==> config.mk <==
export PLATFORM = sky130hd
export DESIGN_NAME = ntt_radix2_transform
export DESIGN_NICKNAME = d
export VERILOG_FILES = /design/src/design/ntt_r2_pkg.sv /design/src/design/ntt_radix2_transform.sv /design/src/design/ntt_r2_mulmod.sv /design/src/design/ntt_r2_engine.sv
export SDC_FILE = /design/constraint.sdc
export NUM_CORES = 2
export LEC_CHECK = 0
export BUFFER_PORTS_ARGS = -buffer_cell sky130_fd_sc_hd__buf_2
export CAP_MARGIN = 20
export CORE_UTILIZATION = 35
export CTS_BUF_LIST = sky130_fd_sc_hd__clkbuf_4 sky130_fd_sc_hd__clkbuf_8
export DETAILED_ROUTE_END_ITERATION = 8
export GPL_ROUTABILITY_DRIVEN = 0
export SETUP_SLACK_MARGIN = 0.1
export SLEW_MARGIN = 20
export SYNTH_ARGS = -nofsm -noshare
export SYNTH_HDL_FRONTEND = slang
export SYNTH_SLANG_ARGS = --single-unit
==> constraint.sdc <==
create_clock -name clk -period 15.3 [get_ports clk]
set_input_delay 0.765 -clock clk [delete_from_list [all_inputs] [get_ports clk]]
set_output_delay 0.765 -clock clk [all_outputs]
set_load 0.02 [all_outputs]
==> src/design/ntt_r2_pkg.sv <==
// Shared types, constants and helper functions for the radix-2 NTT block.
// Used by ntt_r2_mulmod, ntt_r2_engine and ntt_radix2_transform.
// No dependencies.
`default_nettype none
package ntt_r2_pkg;

  localparam int DATA_W   = 31;
  localparam int ADDR_W   = 6;
  localparam int CNT_W    = 7;
  localparam int LOG_W    = 3;
  localparam int MAX_LOG  = 6;
  localparam int BIT_W    = 5;

  localparam logic [1:0] REG_MODULUS = 2'd0;
  localparam logic [1:0] REG_ROOT    = 2'd1;
  localparam logic [1:0] REG_LOG_LEN = 2'd2;

  localparam logic [DATA_W-1:0] MODULUS_RST = 31'd7681;
  localparam logic [DATA_W-1:0] ROOT_RST    = 31'd17;
  localparam logic [LOG_W-1:0]  LOG_LEN_RST = 3'd6;

  typedef struct packed {
    logic [DATA_W-1:0] q;
    logic [DATA_W-1:0] root;
    logic [LOG_W-1:0]  lg;
  } ntt_cfg_t;

  typedef struct packed {
    logic              start;
    logic [DATA_W-1:0] a;
    logic [DATA_W-1:0] b;
  } mm_req_t;

  typedef struct packed {
    logic              done;
    logic [DATA_W-1:0] res;
  } mm_rsp_t;

  function automatic logic [ADDR_W-1:0] bit_rev(input logic [ADDR_W-1:0] idx,
                                                input logic [LOG_W-1:0]  lg);
    logic [ADDR_W-1:0] r;
    r = '0;
    for (int k = 0; k < ADDR_W; k++) begin
      if (LOG_W'(k) < lg) begin
        r[LOG_W'(lg - LOG_W'(k) - 3'd1)] = idx[k];
      end
    end
    return r;
  endfunction

endpackage
`default_nettype wire

==> src/design/ntt_radix2_transform.sv <==
// Top level of the radix-2 number theoretic transform block.
// Holds the configuration registers; uses ntt_r2_pkg and ntt_r2_engine.
//
// Coefficients are written in index order, one per transfer, each reduced
// modulo q by a bit-serial multiplier before the next is accepted. When
// n = 2^log_length coefficients are in, the block permutes them, runs log2(n)
// butterfly stages in place in a 64-entry memory, and sends all n results in
// index order, each read from memory and held until it is taken. Each stage
// first derives its twiddle by square-and-multiply and then works through its
// butterflies one after another, as every modular product goes through the
// one shared multiplier; an inverse transform adds one more exponentiation
// and a scaling pass over all coefficients. If the modulus was changed while
// a vector was being loaded, a reduction pass over all coefficients runs
// before the permutation. No new coefficient is accepted until the last
// result of the previous vector has been transferred.
`default_nettype none
module ntt_radix2_transform
  import ntt_r2_pkg::*;
(
  input  wire logic              clk,
  input  wire logic              rst_n,
  input  wire logic              cfg_wr_en,
  input  wire logic [1:0]        cfg_index,
  input  wire logic [DATA_W-1:0] cfg_data,
  input  wire logic              in_tvalid,
  output logic                   in_tready,
  input  wire logic [31:0]       in_tdata,  // [30:0] coefficient, [31] zero
  input  wire logic              in_tuser,  // [0] inverse
  output logic                   out_tvalid,
  input  wire logic              out_tready,
  output logic [31:0]            out_tdata, // [30:0] value, [31] zero
  output logic                   out_tlast
);

  logic [DATA_W-1:0] modulus_r, modulus_nxt;
  logic [DATA_W-1:0] root_r, root_nxt;
  logic [LOG_W-1:0]  log_len_r, log_len_nxt;
  ntt_cfg_t          cfg;
  logic [DATA_W-1:0] out_value;

  always_comb begin
    modulus_nxt = modulus_r;
    root_nxt    = root_r;
    log_len_nxt = log_len_r;
    if (cfg_wr_en) begin
      unique case (cfg_index)
        REG_MODULUS: modulus_nxt = cfg_data;
        REG_ROOT:    root_nxt    = cfg_data;
        REG_LOG_LEN: log_len_nxt = cfg_data[LOG_W-1:0];
        default: begin
        end
      endcase
    end
  end

  always_ff @(posedge clk) begin
    if (!rst_n) begin
      modulus_r <= MODULUS_RST;
      root_r    <= ROOT_RST;
      log_len_r <= LOG_LEN_RST;
    end else begin
      modulus_r <= modulus_nxt;
      root_r    <= root_nxt;
      log_len_r <= log_len_nxt;
    end
  end

  always_comb begin
    cfg.q    = (modulus_r < DATA_W'(3)) ? DATA_W'(3) : modulus_r;
    cfg.root = root_r;
    if (log_len_r == '0) begin
      cfg.lg = LOG_W'(1);
    end else if (log_len_r > LOG_W'(MAX_LOG)) begin
      cfg.lg = LOG_W'(MAX_LOG);
    end else begin
      cfg.lg = log_len_r;
    end
  end

  ntt_r2_engine u_engine (
    .clk      (clk),
    .rst_n    (rst_n),
    .cfg      (cfg),
    .in_valid (in_tvalid),
    .in_ready (in_tready),
    .in_coef  (in_tdata[DATA_W-1:0]),
    .in_inv   (in_tuser),
    .out_valid(out_tvalid),
    .out_ready(out_tready),
    .out_value(out_value),
    .out_last (out_tlast)
  );

  assign out_tdata = {1'b0, out_value};

endmodule
`default_nettype wire

==> src/design/ntt_r2_mulmod.sv <==
// Bit-serial modular multiplier: computes a * b mod q, one bit of b per cycle.
// Requires a below q; b may take any value. Uses ntt_r2_pkg.
`default_nettype none
module ntt_r2_mulmod
  import ntt_r2_pkg::*;
(
  input  wire logic              clk,
  input  wire logic              rst_n,
  input  wire logic [DATA_W-1:0] q,
  input  wire mm_req_t           req,
  output mm_rsp_t                rsp
);

  logic              busy_r, busy_nxt;
  logic              done_r, done_nxt;
  logic [BIT_W-1:0]  k_r, k_nxt;
  logic [DATA_W-1:0] a_r, a_nxt;
  logic [DATA_W-1:0] b_r, b_nxt;
  logic [DATA_W-1:0] q_r, q_nxt;
  logic [DATA_W-1:0] acc_r, acc_nxt;
  logic [DATA_W+2:0] t, t1, t2, q1, q2;

  always_comb begin
    q1 = (DATA_W+3)'(q_r);
    q2 = q1 << 1;
    t  = ((DATA_W+3)'(acc_r) << 1) + (b_r[DATA_W-1] ? (DATA_W+3)'(a_r) : '0);
    t1 = t - q1;
    t2 = t - q2;
  end

  always_comb begin
    busy_nxt = busy_r;
    done_nxt = 1'b0;
    k_nxt    = k_r;
    a_nxt    = a_r;
    b_nxt    = b_r;
    q_nxt    = q_r;
    acc_nxt  = acc_r;
    if (req.start) begin
      busy_nxt = 1'b1;
      k_nxt    = BIT_W'(DATA_W - 1);
      a_nxt    = req.a;
      b_nxt    = req.b;
      q_nxt    = q;
      acc_nxt  = '0;
    end else if (busy_r) begin
      if (t >= q2) begin
        acc_nxt = DATA_W'(t2);
      end else if (t >= q1) begin
        acc_nxt = DATA_W'(t1);
      end else begin
        acc_nxt = DATA_W'(t);
      end
      b_nxt = b_r << 1;
      if (k_r == '0) begin
        busy_nxt = 1'b0;
        done_nxt = 1'b1;
      end else begin
        k_nxt = k_r - 1'b1;
      end
    end
  end

  always_ff @(posedge clk) begin
    if (!rst_n) begin
      busy_r <= 1'b0;
      done_r <= 1'b0;
    end else begin
      busy_r <= busy_nxt;
      done_r <= done_nxt;
    end
    k_r   <= k_nxt;
    a_r   <= a_nxt;
    b_r   <= b_nxt;
    q_r   <= q_nxt;
    acc_r <= acc_nxt;
  end

  assign rsp.done = done_r;
  assign rsp.res  = acc_r;

endmodule
`default_nettype wire

==> src/design/ntt_r2_engine.sv <==
// Coefficient memory and sequencer: load, bit-reversal, butterfly stages,
// twiddle exponentiation, inverse scaling and read-out. Uses ntt_r2_pkg
// and ntt_r2_mulmod.
`default_nettype none
module ntt_r2_engine
  import ntt_r2_pkg::*;
(
  input  wire logic              clk,
  input  wire logic              rst_n,
  input  wire ntt_cfg_t          cfg,
  input  wire logic              in_valid,
  output logic                   in_ready,
  input  wire logic [DATA_W-1:0] in_coef,
  input  wire logic              in_inv,
  output logic                   out_valid,
  input  wire logic              out_ready,
  output logic [DATA_W-1:0]      out_value,
  output logic                   out_last
);

  localparam logic [4:0] S_LOAD   = 5'd0;
  localparam logic [4:0] S_LRED   = 5'd1;
  localparam logic [4:0] S_PERM   = 5'd2;
  localparam logic [4:0] S_P1     = 5'd3;
  localparam logic [4:0] S_P2     = 5'd4;
  localparam logic [4:0] S_P3     = 5'd5;
  localparam logic [4:0] S_TW     = 5'd6;
  localparam logic [4:0] S_TW_W   = 5'd7;
  localparam logic [4:0] S_PW_SQ  = 5'd8;
  localparam logic [4:0] S_PW_SQW = 5'd9;
  localparam logic [4:0] S_PW_ML  = 5'd10;
  localparam logic [4:0] S_PW_MLW = 5'd11;
  localparam logic [4:0] S_PW_NX  = 5'd12;
  localparam logic [4:0] S_BF_INI = 5'd13;
  localparam logic [4:0] S_BF_RA  = 5'd14;
  localparam logic [4:0] S_BF_RB  = 5'd15;
  localparam logic [4:0] S_BF_U   = 5'd16;
  localparam logic [4:0] S_BF_MW  = 5'd17;
  localparam logic [4:0] S_BF_WB  = 5'd18;
  localparam logic [4:0] S_BF_WW  = 5'd19;
  localparam logic [4:0] S_NV     = 5'd20;
  localparam logic [4:0] S_NV_W   = 5'd21;
  localparam logic [4:0] S_SC_RD  = 5'd22;
  localparam logic [4:0] S_SC_M   = 5'd23;
  localparam logic [4:0] S_SC_W   = 5'd24;
  localparam logic [4:0] S_OUT_RD = 5'd25;
  localparam logic [4:0] S_OUT_LD = 5'd26;
  localparam logic [4:0] S_OUT_W  = 5'd27;

  localparam logic [DATA_W-1:0] ONE = DATA_W'(1);

  logic [DATA_W-1:0] mem [2**ADDR_W];
  logic [DATA_W-1:0] rdata_r;
  logic [ADDR_W-1:0] rd_addr, wr_addr;
  logic [DATA_W-1:0] wr_data;
  logic              wr_en;

  mm_req_t mm_req;
  mm_rsp_t mm_rsp;

  logic [4:0]        state_r, state_nxt;
  logic [CNT_W-1:0]  cnt_r, cnt_nxt;
  logic              dir_r, dir_nxt;
  logic [ADDR_W-1:0] idx_r, idx_nxt;
  logic [DATA_W-1:0] tmp_r, tmp_nxt;
  logic [LOG_W-1:0]  s_r, s_nxt;
  logic [CNT_W-1:0]  st_r, st_nxt;
  logic [ADDR_W-1:0] j_r, j_nxt;
  logic [DATA_W-1:0] w_r, w_nxt;
  logic [DATA_W-1:0] wl_r, wl_nxt;
  logic [DATA_W-1:0] u_r, u_nxt;
  logic [DATA_W-1:0] diff_r, diff_nxt;
  logic [DATA_W-1:0] base_r, base_nxt;
  logic [DATA_W-1:0] pow_r, pow_nxt;
  logic [DATA_W-1:0] exp_r, exp_nxt;
  logic [BIT_W-1:0]  k_r, k_nxt;
  logic              pw_inv_r, pw_inv_nxt;
  logic [DATA_W-1:0] ninv_r, ninv_nxt;
  logic              ov_r, ov_nxt;
  logic [DATA_W-1:0] oval_r, oval_nxt;
  logic              olast_r, olast_nxt;
  logic [DATA_W-1:0] q_ld_r, q_ld_nxt;
  logic              redc_r, redc_nxt;
  logic              pre_r, pre_nxt;

  logic [CNT_W-1:0]  n7, half7, len7, a7, b7, cnt1, st_next;
  logic [ADDR_W-1:0] n_m1, rev;
  logic [DATA_W-1:0] qm1, e_stage, exp_stage;
  logic [DATA_W:0]   sum, dif;
  logic              redc_now;

  ntt_r2_mulmod u_mulmod (
    .clk  (clk),
    .rst_n(rst_n),
    .q    (cfg.q),
    .req  (mm_req),
    .rsp  (mm_rsp)
  );

  always_comb begin
    n7        = CNT_W'(1) << cfg.lg;
    n_m1      = ADDR_W'(n7 - CNT_W'(1));
    half7     = CNT_W'(1) << (s_r - LOG_W'(1));
    len7      = CNT_W'(1) << s_r;
    a7        = st_r + CNT_W'(j_r);
    b7        = a7 + half7;
    cnt1      = cnt_r + CNT_W'(1);
    st_next   = st_r + len7;
    rev       = bit_rev(idx_r, cfg.lg);
    qm1       = cfg.q - ONE;
    e_stage   = qm1 >> s_r;
    exp_stage = dir_r ? (qm1 - e_stage) : e_stage;
    redc_now  = (cnt_r != '0) && (redc_r || (cfg.q != q_ld_r));
    sum       = (DATA_W+1)'(u_r) + (DATA_W+1)'(mm_rsp.res);
    if (sum >= (DATA_W+1)'(cfg.q)) begin
      sum = sum - (DATA_W+1)'(cfg.q);
    end
    if (u_r >= mm_rsp.res) begin
      dif = (DATA_W+1)'(u_r) - (DATA_W+1)'(mm_rsp.res);
    end else begin
      dif = (DATA_W+1)'(u_r) + (DATA_W+1)'(cfg.q) - (DATA_W+1)'(mm_rsp.res);
    end
  end

  always_comb begin
    state_nxt  = state_r;
    cnt_nxt    = cnt_r;
    dir_nxt    = dir_r;
    idx_nxt    = idx_r;
    tmp_nxt    = tmp_r;
    s_nxt      = s_r;
    st_nxt     = st_r;
    j_nxt      = j_r;
    w_nxt      = w_r;
    wl_nxt     = wl_r;
    u_nxt      = u_r;
    diff_nxt   = diff_r;
    base_nxt   = base_r;
    pow_nxt    = pow_r;
    exp_nxt    = exp_r;
    k_nxt      = k_r;
    pw_inv_nxt = pw_inv_r;
    ninv_nxt   = ninv_r;
    ov_nxt     = ov_r;
    oval_nxt   = oval_r;
    olast_nxt  = olast_r;
    q_ld_nxt   = q_ld_r;
    redc_nxt   = redc_r;
    pre_nxt    = pre_r;
    rd_addr    = idx_r;
    wr_en      = 1'b0;
    wr_addr    = idx_r;
    wr_data    = mm_rsp.res;
    mm_req     = '0;
    in_ready   = 1'b0;

    unique case (state_r)
      S_LOAD: begin
        in_ready = 1'b1;
        if (in_valid) begin
          if (cnt_r == '0) begin
            dir_nxt = in_inv;
          end
          mm_req.start = 1'b1;
          mm_req.a     = ONE;
          mm_req.b     = in_coef;
          state_nxt    = S_LRED;
        end
      end
      S_LRED: begin
        if (mm_rsp.done) begin
          wr_en   = 1'b1;
          wr_addr = cnt_r[ADDR_W-1:0];
          if (cnt_r == '0) begin
            q_ld_nxt = cfg.q;
          end
          redc_nxt = redc_now;
          if (cnt1 >= n7) begin
            cnt_nxt = '0;
            idx_nxt = '0;
            pre_nxt = redc_now;
            if (redc_now) begin
              ninv_nxt  = ONE;
              state_nxt = S_SC_RD;
            end else begin
              state_nxt = S_PERM;
            end
          end else begin
            cnt_nxt   = cnt1;
            state_nxt = S_LOAD;
          end
        end
      end
      S_PERM: begin
        if (idx_r < rev) begin
          state_nxt = S_P1;
        end else if (idx_r == n_m1) begin
          s_nxt     = LOG_W'(1);
          state_nxt = S_TW;
        end else begin
          idx_nxt = idx_r + 1'b1;
        end
      end
      S_P1: begin
        tmp_nxt   = rdata_r;
        rd_addr   = rev;
        state_nxt = S_P2;
      end
      S_P2: begin
        wr_en     = 1'b1;
        wr_data   = rdata_r;
        state_nxt = S_P3;
      end
      S_P3: begin
        wr_en     = 1'b1;
        wr_addr   = rev;
        wr_data   = tmp_r;
        idx_nxt   = idx_r + 1'b1;
        state_nxt = S_PERM;
      end
      S_TW: begin
        mm_req.start = 1'b1;
        mm_req.a     = ONE;
        mm_req.b     = cfg.root;
        state_nxt    = S_TW_W;
      end
      S_TW_W: begin
        if (mm_rsp.done) begin
          base_nxt   = mm_rsp.res;
          exp_nxt    = exp_stage;
          pow_nxt    = ONE;
          k_nxt      = BIT_W'(DATA_W - 1);
          pw_inv_nxt = 1'b0;
          state_nxt  = S_PW_SQ;
        end
      end
      S_PW_SQ: begin
        mm_req.start = 1'b1;
        mm_req.a     = pow_r;
        mm_req.b     = pow_r;
        state_nxt    = S_PW_SQW;
      end
      S_PW_SQW: begin
        if (mm_rsp.done) begin
          pow_nxt   = mm_rsp.res;
          state_nxt = exp_r[k_r] ? S_PW_ML : S_PW_NX;
        end
      end
      S_PW_ML: begin
        mm_req.start = 1'b1;
        mm_req.a     = pow_r;
        mm_req.b     = base_r;
        state_nxt    = S_PW_MLW;
      end
      S_PW_MLW: begin
        if (mm_rsp.done) begin
          pow_nxt   = mm_rsp.res;
          state_nxt = S_PW_NX;
        end
      end
      S_PW_NX: begin
        if (k_r != '0) begin
          k_nxt     = k_r - 1'b1;
          state_nxt = S_PW_SQ;
        end else if (pw_inv_r) begin
          ninv_nxt  = pow_r;
          idx_nxt   = '0;
          state_nxt = S_SC_RD;
        end else begin
          wl_nxt    = pow_r;
          state_nxt = S_BF_INI;
        end
      end
      S_BF_INI: begin
        w_nxt     = ONE;
        st_nxt    = '0;
        j_nxt     = '0;
        state_nxt = S_BF_RA;
      end
      S_BF_RA: begin
        rd_addr   = b7[ADDR_W-1:0];
        state_nxt = S_BF_RB;
      end
      S_BF_RB: begin
        rd_addr      = a7[ADDR_W-1:0];
        mm_req.start = 1'b1;
        mm_req.a     = rdata_r;
        mm_req.b     = w_r;
        state_nxt    = S_BF_U;
      end
      S_BF_U: begin
        u_nxt     = rdata_r;
        state_nxt = S_BF_MW;
      end
      S_BF_MW: begin
        if (mm_rsp.done) begin
          wr_en     = 1'b1;
          wr_addr   = a7[ADDR_W-1:0];
          wr_data   = DATA_W'(sum);
          diff_nxt  = DATA_W'(dif);
          state_nxt = S_BF_WB;
        end
      end
      S_BF_WB: begin
        wr_en        = 1'b1;
        wr_addr      = b7[ADDR_W-1:0];
        wr_data      = diff_r;
        mm_req.start = 1'b1;
        mm_req.a     = w_r;
        mm_req.b     = wl_r;
        state_nxt    = S_BF_WW;
      end
      S_BF_WW: begin
        if (mm_rsp.done) begin
          if (CNT_W'(j_r) == half7 - CNT_W'(1)) begin
            j_nxt  = '0;
            w_nxt  = ONE;
            st_nxt = st_next;
            if (st_next >= n7) begin
              if (s_r == cfg.lg) begin
                if (dir_r) begin
                  state_nxt = S_NV;
                end else begin
                  idx_nxt   = '0;
                  state_nxt = S_OUT_RD;
                end
              end else begin
                s_nxt     = s_r + 1'b1;
                state_nxt = S_TW;
              end
            end else begin
              state_nxt = S_BF_RA;
            end
          end else begin
            j_nxt     = j_r + 1'b1;
            w_nxt     = mm_rsp.res;
            state_nxt = S_BF_RA;
          end
        end
      end
      S_NV: begin
        mm_req.start = 1'b1;
        mm_req.a     = ONE;
        mm_req.b     = DATA_W'(n7);
        state_nxt    = S_NV_W;
      end
      S_NV_W: begin
        if (mm_rsp.done) begin
          base_nxt   = mm_rsp.res;
          exp_nxt    = cfg.q - DATA_W'(2);
          pow_nxt    = ONE;
          k_nxt      = BIT_W'(DATA_W - 1);
          pw_inv_nxt = 1'b1;
          state_nxt  = S_PW_SQ;
        end
      end
      S_SC_RD: begin
        state_nxt = S_SC_M;
      end
      S_SC_M: begin
        mm_req.start = 1'b1;
        mm_req.a     = ninv_r;
        mm_req.b     = rdata_r;
        state_nxt    = S_SC_W;
      end
      S_SC_W: begin
        if (mm_rsp.done) begin
          wr_en = 1'b1;
          if (idx_r == n_m1) begin
            idx_nxt = '0;
            if (pre_r) begin
              pre_nxt   = 1'b0;
              state_nxt = S_PERM;
            end else begin
              state_nxt = S_OUT_RD;
            end
          end else begin
            idx_nxt   = idx_r + 1'b1;
            state_nxt = S_SC_RD;
          end
        end
      end
      S_OUT_RD: begin
        state_nxt = S_OUT_LD;
      end
      S_OUT_LD: begin
        oval_nxt  = rdata_r;
        olast_nxt = (idx_r == n_m1);
        ov_nxt    = 1'b1;
        state_nxt = S_OUT_W;
      end
      S_OUT_W: begin
        if (out_ready) begin
          ov_nxt = 1'b0;
          if (olast_r) begin
            state_nxt = S_LOAD;
          end else begin
            idx_nxt   = idx_r + 1'b1;
            state_nxt = S_OUT_RD;
          end
        end
      end
      default: begin
        state_nxt = S_LOAD;
      end
    endcase
  end

  always_ff @(posedge clk) begin
    if (wr_en) begin
      mem[wr_addr] <= wr_data;
    end
    rdata_r <= mem[rd_addr];
  end

  always_ff @(posedge clk) begin
    if (!rst_n) begin
      state_r <= S_LOAD;
      cnt_r   <= '0;
      dir_r   <= 1'b0;
      ov_r    <= 1'b0;
    end else begin
      state_r <= state_nxt;
      cnt_r   <= cnt_nxt;
      dir_r   <= dir_nxt;
      ov_r    <= ov_nxt;
    end
    idx_r    <= idx_nxt;
    tmp_r    <= tmp_nxt;
    s_r      <= s_nxt;
    st_r     <= st_nxt;
    j_r      <= j_nxt;
    w_r      <= w_nxt;
    wl_r     <= wl_nxt;
    u_r      <= u_nxt;
    diff_r   <= diff_nxt;
    base_r   <= base_nxt;
    pow_r    <= pow_nxt;
    exp_r    <= exp_nxt;
    k_r      <= k_nxt;
    pw_inv_r <= pw_inv_nxt;
    ninv_r   <= ninv_nxt;
    oval_r   <= oval_nxt;
    olast_r  <= olast_nxt;
    q_ld_r   <= q_ld_nxt;
    redc_r   <= redc_nxt;
    pre_r    <= pre_nxt;
  end

  assign out_valid = ov_r;
  assign out_value = oval_r;
  assign out_last  = olast_r;

endmodule
`default_nettype wire
==> impl_results.md <==
* Status: completed
* GRT Overall Usage at 0.2050
* Fin crit share at 0.6102
* Flip-flop count of the largest register after layout at 1,984
* Drt initial violations at 9,474
* Pins Over Slew Limit at 0
* Most flop-heavy register: u_engine.mem
* Post-synthesis sequential area ratio at 0.6283
* P per Cell Area at 135.5 nW/µm²
* Top_reg_cell synth: edfxtp_1
* First-pass GRT wire length at 536,300 µm
* Num CTS Buffers at 408
* DP Wirelength at 223,700 µm
* Maxcap violations at 0
* Critical R2R Capture: u_engine.exp_r[28]
* Synthesized area at 121,800 µm²
* Relative slew slack at 0.1888
* CTS resizes at 0
* TritonCTS clock tree: yes
* Crit path buf inv count at 2
* Final setup vio count at 0
* Total Wirelength at 371,100 µm
* Clk pin slew, worst setup/hold paths at 0.06 ns
* Flop-to-flop setup slack at 5.96 ns
* Die Wd at 591.8 µm
* CP endpoint: u_engine.exp_r[28]
* Highest clock rate at 107.1 MHz
* Gr ovfl total at 0
* Core area at 346,200 µm²
* Syn avg cell area at 12.08 µm²
* Clock sink total at 2,597
* DIE HEIGHT at 591.8 µm
* Initial antenna violation count at 14
* Antenna Violating Nets Remaining at 0
* Syn nets at 10.48k
* Worst r2r path cells at 38
* WP depth at 38
* Worst Max-Slew Pin Slew at 1.210 ns
* Yosys cell types at 113
* Delay-heaviest family, CP: compound AO/OA/AOI/OAI gates
* Ports at 106
* Critical path fanouts, max at 12
* WS Path Type: reg -> reg
* Nature of the critical path endpoint: register
* Area Growth Syn to Fin at 12.26%
* Fillers at 32.34k
* Unrepaired setup endpoints after global routing: false
* R2R Path Start: modulus_r[25]
* Pleak at 46.35 nW
* Hold/Removal Path Class: in -> reg
* Fin crit period at 9.337 ns
* # H-tree levels at 5
* Count of final hold-check violations at 0
* Syn Inst Count at 10.08k
* CP startpoint: modulus_r[25]
* Worst Path Required at 16.02 ns
* Worst skew pair latency at 1.01 ns
* Largest net degree at the start of global routing at 201
* Effective utilization at floorplan at 0.3517
* Vias in the first global route at 81.76k
* Placed cells at 14.32k
* Clock buffer depth at 4
* Post-route clock skew at 0.07137 ns
* Port-buffer cells at 103
* Number of remaining DRC errors at 0
* Layout cells sized above 1 at 0.1157
* Crit path launch type: register
* TritonRoute pass-1 iters at 9
* Via count at 85.15k
* Async S/R FF share, synth at 0
* Cell mode on critical path: a21o_1
* Worst vdd ir at 0.00008435 V
* Post-layout net count at 10.57k
* Num rows at 216
* Post-synth EDFFs at 2,449
* Root Driver: clkbuf_8
* Pre-CTS setup slack at 6.071 ns
* Crit path DAT at 10.06 ns
* Drt wl/cell at 24.59 µm
* Final worst slack at 5.963 ns
* Vias per std cell at 5.642
* Setup TNS at 0 ns
* Synth warn at 0
* Flops & latches, synth at 2,597
* Slowest-stage cell, CP: or4_1
* Largest stage delay, worst path at 0.70 ns
* Die area at 350,300 µm²
* Non-filler cells, final at 15.09k
## worst reg2reg max path: cells and delay by family, from the launching register on
kind / cells / cell delay, ns
compound gates: 16 / 3.10
xor+xnor: 2 / 0.53
fa+ha+maj: 5 / 1.45
buf+inv: 2 / 0.27
flops: 1 / 0.46
mux: 1 / 0.20
simple gates: 12 / 3.08
## cell type report
cell class / count / area [µm²] / area share
diodes: 21 / 52.55 / 0.0003844
repair buffers: 375 / 2775 / 0.02030
clock buffers: 572 / 6997 / 0.05119
multi-input cells: 6434 / 42370 / 0.3100
flip-flops and latches: 2597 / 76500 / 0.5597
well taps: 4578 / 5728 / 0.04190
clock inverters: 155 / 920.9 / 0.006737
inverters: 358 / 1345 / 0.009840
## placed cells by master, fill, tap and decap left out, drive strengths merged, types with 19 or more instances in the layout
cell,count
edfxtp,2449
nand2,1424
a211oi,739
and2,589
clkbuf,573
a21oi,555
nor2,394
inv,362
buf,357
a31oi,320
ha,283
xnor2,253
a311oi,252
o21ai,240
dfxtp,148
clkinv,135
nor3,123
a22oi,122
nand3,90
xor2,87
a21o,81
mux2i,78
a221oi,59
nand4,57
o21bai,55
a22o,52
fa,40
nand2b,38
nor2b,37
a21boi,35
a222oi,33
and3,31
nor4,31
o211ai,29
o21a,28
o31ai,24
nand3b,22
diode,21
or3,19
or2,19
## metal layers
layer  wire length [µm]  up-vias  GRT usage
met4              20090        0     0.1063
met2             168400     3700     0.3248
met5                  0        -          0
li1                   -    38290          -
met1             152800    42410     0.2726
met3              29830      741    0.03123
## synthesized netlist by cell type, drive strengths merged (240+ instances only)
cell type	n	area, µm²
inv	354	1329
o21ai	240	1209
a211oi	739	5553
nand2	1424	5345
a21oi	555	2778
xnor2	253	2216
a311oi	252	2207
nor2	394	1481
clkbuf	641	2406
edfxtp	2449	73540
and2	589	3685
ha	283	3541
a31oi	320	2008
## worst min path at each step
stage	start	endpoint	slack, ns	depth (start not counted)
after floorplan	u_engine.u_mulmod.k_r[4]	u_engine.u_mulmod.done_r	0.42	1
after global placement	root_r[7]	root_r[7]	0.45	2
after detailed placement	root_r[12]	root_r[12]	0.46	2
after CTS	cfg_data[11]	root_r[11]	0.0007	3
after global routing	cfg_data[3]	modulus_r[3]	0.04	3
final	cfg_data[11]	root_r[11]	0.07	3
## power breakdown
group	internal, mW	total, mW	switching [mW]
registers	8.21	8.37	0.152
logic	1.39	4.35	2.96
clock network	3.07	5.81	2.73
## stage by stage
step                      cell area [µm²]    util  total power [mW]  hold WS [ns]
after floorplan                    121800       -             11.25        0.4214
after global placement             128500  0.3711             12.66        0.4528
after detailed placement           128500  0.3712             12.76        0.4555
after CTS                          136600  0.3945             18.56     0.0006671
after global routing               136600  0.3947             19.26       0.04375
final                              136700  0.3948             18.52       0.07085
## cells by family after synthesis
family | count (synthesis) | synth area share
and+or+nand+nor | 2907 | 0.1113
xor gates and xnor gates | 340 | 0.02446
buffers and inverters | 1053 | 0.03271
other | 1 | 0.00003080
DFF | 2597 | 0.6283
muxes | 100 | 0.009926
adders and majority gates | 334 | 0.03658
AOI/OAI and AO/OA | 2752 | 0.1567
## what timing repair did
item / CTS / global route
hold buffers: 17 / 0
endpoints found under the hold margin: 19 / 0
setup buffers: 0 / 0
Power figures use the tool's default switching activity.
